===== src/sv/avccrp_pkg.sv =====
package avccrp_pkg;

  // Parse phases of the configuration record.
  typedef enum logic [3:0] {
    PH_HEADER   = 4'd0,
    PH_SPSCOUNT = 4'd1,
    PH_SPSHI    = 4'd2,
    PH_SPSLO    = 4'd3,
    PH_SPSPAY   = 4'd4,
    PH_PPSCOUNT = 4'd5,
    PH_PPSHI    = 4'd6,
    PH_PPSLO    = 4'd7,
    PH_PPSPAY   = 4'd8,
    PH_DONE     = 4'd9
  } phase_e;

  // Role tag carried with every byte.
  typedef enum logic [2:0] {
    ROLE_HEADER   = 3'd0,
    ROLE_SPSCOUNT = 3'd1,
    ROLE_LENGTH   = 3'd2,
    ROLE_PPSCOUNT = 3'd3,
    ROLE_SPSPAY   = 3'd4,
    ROLE_PPSPAY   = 3'd5,
    ROLE_TRAILING = 3'd6
  } role_e;

  // Record status reported on the final byte.
  localparam logic STATUS_COMPLETE  = 1'b0;
  localparam logic STATUS_TRUNCATED = 1'b1;

  // Index of the last header byte (the one carrying the length size).
  localparam logic [2:0] HeaderLastPos = 3'd4;

  // The SPS count occupies the low five bits of its byte.
  localparam logic [7:0] SpsCountMask = 8'h1F;

  typedef struct packed {
    logic [7:0] data_byte;
    logic       last_byte;
  } in_t;

  typedef struct packed {
    logic [7:0] byte_value;
    logic [2:0] role;
    logic [7:0] set_index;
    logic       set_end;
    logic       record_done;
    logic       status;
    logic [7:0] version;
    logic [7:0] profile;
    logic [7:0] compatibility;
    logic [7:0] level;
    logic [1:0] length_size_minus_one;
  } out_t;

endpackage


===== src/sv/avc_config_record_parser.sv =====
// AVC decoder configuration record parser. Record bytes enter one per
// transaction on the input channel, with last_byte set on the final byte of
// the buffer; each byte is registered and leaves on the output channel, tagged
// with its role, its parameter set index and an end-of-set mark, together
// with the header values captured so far. The block takes one byte every
// clock cycle while the output channel is not stalling it: all parse logic
// sits between the parse state registers and a single output register, and
// a new transaction is accepted whenever that output register is empty or
// is being drained in the same cycle. On the final byte the status field
// reports a complete or truncated record and the parser rearms for the next
// record; captured header values persist until overwritten by the next record.
module avc_config_record_parser
  import avccrp_pkg::*;
(
  input  logic clk_i,
  input  logic rst_ni,
  input  logic in_valid_i,
  output logic in_ready_o,
  input  in_t  in_data_i,
  output logic out_valid_o,
  input  logic out_ready_i,
  output out_t out_data_o
);

  // Parse state.
  phase_e      phase_q, phase_d;
  logic [2:0]  hdr_pos_q, hdr_pos_d;
  logic [7:0]  sets_left_q, sets_left_d;
  logic [7:0]  cur_set_q, cur_set_d;
  logic [7:0]  len_high_q, len_high_d;
  logic [15:0] pay_left_q, pay_left_d;

  // Captured header values.
  logic [7:0]  version_q, version_d;
  logic [7:0]  profile_q, profile_d;
  logic [7:0]  compat_q, compat_d;
  logic [7:0]  level_q, level_d;
  logic [1:0]  len_size_q, len_size_d;

  // Output register.
  logic        out_valid_q;
  out_t        out_q, out_d;

  logic        in_accept;
  logic [7:0]  b;
  logic [2:0]  role;
  logic [7:0]  idx;
  logic        send;
  logic [7:0]  sets_dec;
  logic [15:0] pay_dec;
  logic [15:0] pay_new;
  phase_e      phase_upd;

  assign in_ready_o  = !out_valid_q || out_ready_i;
  assign in_accept   = in_valid_i && in_ready_o;
  assign out_valid_o = out_valid_q;
  assign out_data_o  = out_q;

  assign b        = in_data_i.data_byte;
  assign sets_dec = sets_left_q - 8'd1;
  assign pay_dec  = pay_left_q - 16'd1;
  assign pay_new  = {len_high_q, b};

  // Per-byte parse step: role tagging and next parse state.
  always_comb begin
    phase_upd  = phase_q;
    hdr_pos_d  = hdr_pos_q;
    sets_left_d = sets_left_q;
    cur_set_d  = cur_set_q;
    len_high_d = len_high_q;
    pay_left_d = pay_left_q;
    version_d  = version_q;
    profile_d  = profile_q;
    compat_d   = compat_q;
    level_d    = level_q;
    len_size_d = len_size_q;
    role       = ROLE_TRAILING;
    idx        = 8'd0;
    send       = 1'b0;

    unique case (phase_q)
      PH_HEADER: begin
        role = ROLE_HEADER;
        case (hdr_pos_q)
          3'd0:    version_d  = b;
          3'd1:    profile_d  = b;
          3'd2:    compat_d   = b;
          3'd3:    level_d    = b;
          default: len_size_d = b[1:0];
        endcase
        if (hdr_pos_q >= HeaderLastPos) begin
          hdr_pos_d = 3'd0;
          phase_upd = PH_SPSCOUNT;
        end else begin
          hdr_pos_d = hdr_pos_q + 3'd1;
        end
      end
      PH_SPSCOUNT: begin
        role        = ROLE_SPSCOUNT;
        sets_left_d = b & SpsCountMask;
        cur_set_d   = 8'd0;
        phase_upd   = ((b & SpsCountMask) == 8'd0) ? PH_PPSCOUNT : PH_SPSHI;
      end
      PH_PPSCOUNT: begin
        role        = ROLE_PPSCOUNT;
        sets_left_d = b;
        cur_set_d   = 8'd0;
        phase_upd   = (b == 8'd0) ? PH_DONE : PH_PPSHI;
      end
      PH_SPSHI, PH_PPSHI: begin
        role       = ROLE_LENGTH;
        idx        = cur_set_q;
        len_high_d = b;
        phase_upd  = (phase_q == PH_PPSHI) ? PH_PPSLO : PH_SPSLO;
      end
      PH_SPSLO, PH_PPSLO: begin
        role       = ROLE_LENGTH;
        idx        = cur_set_q;
        pay_left_d = pay_new;
        if (pay_new == 16'd0) begin
          // Empty set: it ends on its low length byte.
          send        = 1'b1;
          sets_left_d = sets_dec;
          cur_set_d   = cur_set_q + 8'd1;
          if (sets_dec == 8'd0) begin
            phase_upd = (phase_q == PH_PPSLO) ? PH_DONE : PH_PPSCOUNT;
          end else begin
            phase_upd = (phase_q == PH_PPSLO) ? PH_PPSHI : PH_SPSHI;
          end
        end else begin
          phase_upd = (phase_q == PH_PPSLO) ? PH_PPSPAY : PH_SPSPAY;
        end
      end
      PH_SPSPAY, PH_PPSPAY: begin
        role       = (phase_q == PH_PPSPAY) ? ROLE_PPSPAY : ROLE_SPSPAY;
        idx        = cur_set_q;
        pay_left_d = pay_dec;
        if (pay_dec == 16'd0) begin
          send        = 1'b1;
          sets_left_d = sets_dec;
          cur_set_d   = cur_set_q + 8'd1;
          if (sets_dec == 8'd0) begin
            phase_upd = (phase_q == PH_PPSPAY) ? PH_DONE : PH_PPSCOUNT;
          end else begin
            phase_upd = (phase_q == PH_PPSPAY) ? PH_PPSHI : PH_SPSHI;
          end
        end
      end
      default: begin
        // Complete record or an unused code: trailing bytes are ignored.
        role = ROLE_TRAILING;
      end
    endcase
  end

  // Result assembly and rearm on the final byte.
  always_comb begin
    out_d.byte_value            = b;
    out_d.role                  = role;
    out_d.set_index             = idx;
    out_d.set_end               = send;
    out_d.record_done           = in_data_i.last_byte;
    out_d.status                = (in_data_i.last_byte && (phase_upd < PH_DONE)) ?
                                  STATUS_TRUNCATED : STATUS_COMPLETE;
    out_d.version               = version_d;
    out_d.profile               = profile_d;
    out_d.compatibility         = compat_d;
    out_d.level                 = level_d;
    out_d.length_size_minus_one = len_size_d;
    phase_d                     = in_data_i.last_byte ? PH_HEADER : phase_upd;
  end

  // Parse state and header registers.
  always_ff @(posedge clk_i or negedge rst_ni) begin
    if (!rst_ni) begin
      phase_q     <= PH_HEADER;
      hdr_pos_q   <= 3'd0;
      sets_left_q <= 8'd0;
      cur_set_q   <= 8'd0;
      len_high_q  <= 8'd0;
      pay_left_q  <= 16'd0;
      version_q   <= 8'd0;
      profile_q   <= 8'd0;
      compat_q    <= 8'd0;
      level_q     <= 8'd0;
      len_size_q  <= 2'd0;
    end else if (in_accept) begin
      phase_q    <= phase_d;
      version_q  <= version_d;
      profile_q  <= profile_d;
      compat_q   <= compat_d;
      level_q    <= level_d;
      len_size_q <= len_size_d;
      if (in_data_i.last_byte) begin
        hdr_pos_q   <= 3'd0;
        sets_left_q <= 8'd0;
        cur_set_q   <= 8'd0;
        len_high_q  <= 8'd0;
        pay_left_q  <= 16'd0;
      end else begin
        hdr_pos_q   <= hdr_pos_d;
        sets_left_q <= sets_left_d;
        cur_set_q   <= cur_set_d;
        len_high_q  <= len_high_d;
        pay_left_q  <= pay_left_d;
      end
    end
  end

  // Output valid flag.
  always_ff @(posedge clk_i or negedge rst_ni) begin
    if (!rst_ni) begin
      out_valid_q <= 1'b0;
    end else if (in_accept) begin
      out_valid_q <= 1'b1;
    end else if (out_ready_i) begin
      out_valid_q <= 1'b0;
    end
  end

  // Output payload register.
  always_ff @(posedge clk_i) begin
    if (in_accept) begin
      out_q <= out_d;
    end
  end

`ifndef SYNTHESIS
  // A final byte always rearms the parser.
  a_rearm: assert property (@(posedge clk_i) disable iff (!rst_ni)
    in_accept && in_data_i.last_byte |=> phase_q == PH_HEADER && hdr_pos_q == 3'd0)
    else $error("parser did not rearm after the final byte");

  // A payload phase always has bytes outstanding.
  a_pay_left: assert property (@(posedge clk_i) disable iff (!rst_ni)
    (phase_q == PH_SPSPAY || phase_q == PH_PPSPAY) |-> pay_left_q != 16'd0)
    else $error("payload phase entered with no bytes left");

  // Length and payload phases always belong to an outstanding set.
  a_sets_left: assert property (@(posedge clk_i) disable iff (!rst_ni)
    (phase_q == PH_SPSHI || phase_q == PH_SPSLO || phase_q == PH_SPSPAY ||
     phase_q == PH_PPSHI || phase_q == PH_PPSLO || phase_q == PH_PPSPAY)
    |-> sets_left_q != 8'd0)
    else $error("set phase with no sets left");

  // A truncated status is only ever reported on a final byte.
  a_status: assert property (@(posedge clk_i) disable iff (!rst_ni)
    out_valid_o && out_data_o.status == STATUS_TRUNCATED |-> out_data_o.record_done)
    else $error("truncated status without record end");

  // The header position never runs past the length size byte.
  a_hdr_pos: assert property (@(posedge clk_i) disable iff (!rst_ni)
    hdr_pos_q <= HeaderLastPos)
    else $error("header position out of range");
`endif

endmodule


===== config.mk =====
export PLATFORM = sky130hd
export DESIGN_NAME = avc_config_record_parser
export DESIGN_NICKNAME = d
export VERILOG_FILES = /design/src/sv/avccrp_pkg.sv /design/src/sv/avc_config_record_parser.sv
export SDC_FILE = /design/constraint.sdc
export NUM_CORES = 1
export LEC_CHECK = 0
export BUFFER_PORTS_ARGS = -buffer_cell sky130_fd_sc_hd__buf_2
export CAP_MARGIN = 10
export CORE_MARGIN = 4
export CORE_UTILIZATION = 60
export DETAILED_ROUTE_END_ITERATION = 10
export GPL_TIMING_DRIVEN = 1
export PLACE_DENSITY = 0.83
export SLEW_MARGIN = 20
export SYNTH_ARGS = -nofsm -noshare
export SYNTH_HDL_FRONTEND = slang
export SYNTH_SLANG_ARGS = --single-unit
export TNS_END_PERCENT = 20

===== constraint.sdc =====
create_clock -name clk_i -period 8.8 [get_ports clk_i]
set_input_delay 0.44 -clock clk_i [delete_from_list [all_inputs] [get_ports clk_i]]
set_output_delay 0.44 -clock clk_i [all_outputs]
set_load 0.05 [all_outputs]

# Yosys cells after proc, flatten, opt, wreduce, memory -nomap -nowiden
# Cells that the tools add are included.
# word_totals
reg_bits,138
memories,0
latchBits,0
mem_bits_ro,0
in_bits,13
output_inout_bits,58
word_cells,119
ramBits,0
# op_classes
mul,0
n_div,0
reduce_logical,29
shift,0
bitwise_logic,0
mux,48
eq_ne,13
order_cmp,2
add_sub_neg,4
# op_table
op,n
$mux W8,16
$mux W4,10
$logic_not A16 Y1,2
$pmux W16 S2,1
$pmux W8 S4,1
$logic_not A8 Y1,3
$pmux W4 S6,1
$pmux W8 S3,1
$mux W3,7
$eq A4 B3 Y1 const B,4
$mux W16,1
$sub A16 B1 Y16 const B,1
$pmux W3 S5,1
$add A8 B1 Y8 const B,1
$eq A4 B2 Y1 const B,2
$reduce_and A4 Y1,2
$reduce_or A2 Y1,4
$reduce_or A4 Y1,2
$sub A8 B1 Y8 const B,1
$eq A3 B2 Y1 const B,2
$mux W1,6
$ne A3 B3 Y1 const B,2
$reduce_and A2 Y1,3
$reduce_bool A2 Y1,3
17 further kinds,19

# Longest topological paths before layout
# logic_depth
depth_word,8
ltp_mapped,12
depth_no_buf,12

# Least setup slack after synthesis
# No wires, ideal clock.
# synth_timing
path_kind,register -> register
start,"register out_valid_q, in the netlist out_valid_o"
end,"register out_q, in the netlist out_data_o[0] (enable)"
path_stages_with_launch,6
path_slack_ps,4945
required_time_ps,8358
arrival_time_ps,3413
setup_time_ps,442
cell_sequence,dfrtp_1 nand2b_1 nand2_1 inv_1 clkbuf_1 clkbuf_1
# synth_between
elab_chain_cells,3
# synth_rtl
item,line,source
from (decl),avc_config_record_parser.sv:41,logic out_valid_q;
from (signal assigned),avc_config_record_parser.sv:213,out_valid_q <= 1'b0;
from (signal assigned),avc_config_record_parser.sv:215,out_valid_q <= 1'b1;
from (signal assigned),avc_config_record_parser.sv:217,out_valid_q <= 1'b0;
$logic_not A1 Y1,avc_config_record_parser.sv:54,assign in_ready_o = !out_valid_q || out_ready_i;
$logic_or A1 B1 Y1,avc_config_record_parser.sv:54,
via in_ready_o,avc_config_record_parser.sv:18,"output logic in_ready_o,"
$logic_and A1 B1 Y1,avc_config_record_parser.sv:55,assign in_accept = in_valid_i && in_ready_o;
via in_accept,avc_config_record_parser.sv:44,logic in_accept;
to (signal assigned),avc_config_record_parser.sv:224,out_q <= out_d;
to (decl),avc_config_record_parser.sv:42,"out_t out_q, out_d;"
# The timed path passes the listed nets, and every way through them passes these cells.
# A chain may end at the register's enable or synchronous reset.

==> qor.txt <==
H-tree levels -> 4
Post-synthesis sequential area ratio -> 56.2%
HPWL after DPL -> 10100 um
Total Routing Usage GR -> 26.1%
Final wirelength -> 16000 um
Antenna violations before repair -> 0
Post-Syn Instances -> 645
Final Hold Fails -> 81
Final setup violation count -> 0
Fraction of registers with async set or reset after synthesis -> 59.4%
RSZ-0062 raised after global routing -> no
GPL Wtd Cong -> 0.908
Die X -> 113 um
Setup Skew -> 6.65 ps
Outcome -> finished with violations
Placed cell area -> 0.00708 mm^2
Worst slew pin tran -> 860 ps
Post-synth cell types -> 59
Part of the power in registers -> 37.9%
Root Driver -> clkbuf_8
Net Count, Synth -> 670
Crit start category -> flop
Via count -> 5189
Hold WC Path Type -> input port to asynchronous set/reset pin
Worst path buffer plus inverter count -> 1
Psw -> 918 uW
Critical Path Sink Type -> flop
Final period util -> 38.1%
Top delay family on crit path -> compound AO/OA/AOI/OAI gates
Vias in the first global route -> 5066
Cts bufs inserted -> 17
Yosys Warn Count -> 0
Total power -> 2.51 mW
Port bufs -> 70
Mapped cell area -> 0.00665 mm^2
Drt pass-1 iters -> 5
WP data arrival -> 3710 ps
Die span in y -> 113 um
TritonCTS clock tree -> built
Failing checks -> negative hold slack
Synth Area per Inst -> 10.3 um^2
Crit-path max cell delay -> 500 ps
Routed len/inst -> 18.5 um
Clk sink count -> 138
Critical path depth -> 12
Storage cell area -> 0.00373 mm^2
Area of the multi-input gates -> 0.00274 mm^2
Share of layout cells above drive strength 1 -> 20.6%
Int Power -> 1.59 mW
Fin nets -> 734
Worst Reg2Reg Path Length in Cells -> 12
Achievable Freq -> 298 MHz
Post-cts sizing count -> 0
Worst-Skew Late Latency -> 520 ps
Clock Path Buffers -> 2
Vias per cell -> 6.02
Initial Utilization -> 61.3%
Critical path class -> flop to flop
Fin. max-slew vios -> 0
Fillers -> 760
Clock slew at reported path FFs -> 60 ps
Clk pwr share -> 28.7%
CP max-delay cell -> nor3_1
Antenna Nets Post-Route -> 0
Hold-fix buffers, CTS -> 0
Overflow after GRT -> 0
Peak VDD IR -> 0.000201 V
Comb pwr share -> 33.3%
Placement row count -> 38
Power density cells -> 326 mW/mm^2
Post-CTS Setup Inserts -> 0
# DRC -> 0
DIE AREA -> 0.0128 mm^2
Total negative slack -> 0 ps
Ports -> 71
Register bit total from synthesis -> 138
Worst-path cell chain -> inv_1 -> ha_1 -> nor3b_1 -> nand2_1 -> xnor2_1 -> nor3_1 -> ha_1 -> a2111oi_0 -> a41oi_1 -> o21ai_0 -> a32oi_1 -> o22ai_1
EDFF count, synth -> 56
Hold slack -> -28.8 ps
DRT iter0 DRCs -> 438
WP data required -> 9160 ps
CP dominant cell by count -> ha_1
P&R area growth vs syn -> 15.7%
Ant diodes -> 0
Largest net degree at the start of global routing -> 83
Crit path max fanout -> 6
Max-cap check violation count -> 0
Synth Flop Type -> dfrtp_1
Worst slew margin -> 42.6%
Fin crit period -> 3350 ps
Switching share of power -> 36.6%
Core Box Area -> 0.0108 mm^2
Leakage -> 3.44 nW
Design Area, Final -> 0.00769 mm^2
First-pass GRT wire length -> 26200 um
==> kinds of logic after synthesis <==
kind of cell | Yosys count | share of synthesized area [%]
buffers and inverters | 44 | 2.75
muxes | 37 | 6.21
xor gates and xnor gates | 4 | 0.527
adders and majority gates | 12 | 2.26
DFF | 138 | 56.2
and+or+nand+nor | 263 | 18.3
AOI/OAI and AO/OA | 147 | 13.8
==> path summary, 6_finish.rpt <==
check	start	endpoint	slack (ps)
setup / recovery	sets_left_q[0]	out_data_o[34]	5450
hold reg to reg	profile_q[6]	profile_q[6]	470
min in group clk_i	in_valid_i	out_valid_o	150
hold / removal	rst_ni	pay_left_q[15]	-30
max in group asynchronous	rst_ni	sets_left_q[3]	8330
setup reg to reg	sets_left_q[0]	out_data_o[34]	5450
==> flip-flops by register name, summed over array words and instances, names as in the netlist, 8 cells and up <==
register	flops
version_q	8
level_q	8
compat_q	8
len_high_q	8
out_data_o	56
profile_q	8
pay_left_q	16
sets_left_q	8
cur_set_q	8
==> layout make-up <==
class	instances	area share [%]
Clock inverter	12	2.28
Multi-Input combinational cell	463	35.6
Clock buffer	20	5.53
Sequential cell	138	48.5
Timing Repair Buffer	73	4.93
Inverter	16	0.797
Tap cell	140	2.28
==> layout by cell type, fill, tap and decap left out, drive strengths merged, types with 10 or more instances in the layout <==
cell	instances
ha	12
and3	10
nor2b	12
nor2	38
edfxtp	56
nor4	10
clkbuf	20
mux2	34
a22o	11
a21oi	31
nand2	141
dfrtp	82
o21ai	67
inv	15
nor3	17
buf	73
==> Yosys cell counts, types with 5 or more instances <==
library cell	number	area share (%)
dfrtp_1	82	31
nand2b_1	8	0.75
nor2b_1	12	1.1
nand3_1	7	0.53
nor4_1	8	0.75
nor2_1	38	2.1
inv_1	15	0.85
nand2_1	141	8.0
o31ai_1	7	0.79
and3_1	10	0.94
nor3b_1	5	0.56
a22o_1	11	1.4
ha_1	12	2.3
a21oi_1	31	2.3
nor3_1	16	1.2
o21ai_0	65	4.9
mux2_2	34	5.8
edfxtp_1	56	25
a22oi_1	5	0.56
clkbuf_1	20	1.1
==> metrics by stage <==
stage	util [%]	setup slack (ps)	hold slack (ps)	cells
global placement	65.3	5660	451	830
global route	70.9	5200	26.2	862
CTS	70.8	5510	138	862
floorplan	-	4950	144	645
finish	70.9	5450	-28.8	862
detailed placement	65.3	5530	458	830
==> power by group through the flow <==
| stage | Clock [mW] | Sequential (mW) | Combinational (mW) |
|---|---|---|---|
| global route | 0.761 | 0.970 | 0.909 |
| CTS | 0.726 | 0.951 | 0.834 |
| finish | 0.722 | 0.953 | 0.836 |
| floorplan | 0 | 1.10 | 0.486 |
| global placement | 0 | 0.947 | 0.794 |
| detailed placement | 0 | 0.958 | 0.824 |
==> per-layer routing <==
metal | track usage [%] | up-vias | routed length (um)
met5 | 0 | - | 0
met4 | 12.0 | 0 | 474
met3 | 6.36 | 39 | 1150
met2 | 41.9 | 216 | 7840
met1 | 33.7 | 2502 | 6510
li1 | - | 2432 | -
Power figures use the tool's default switching activity.
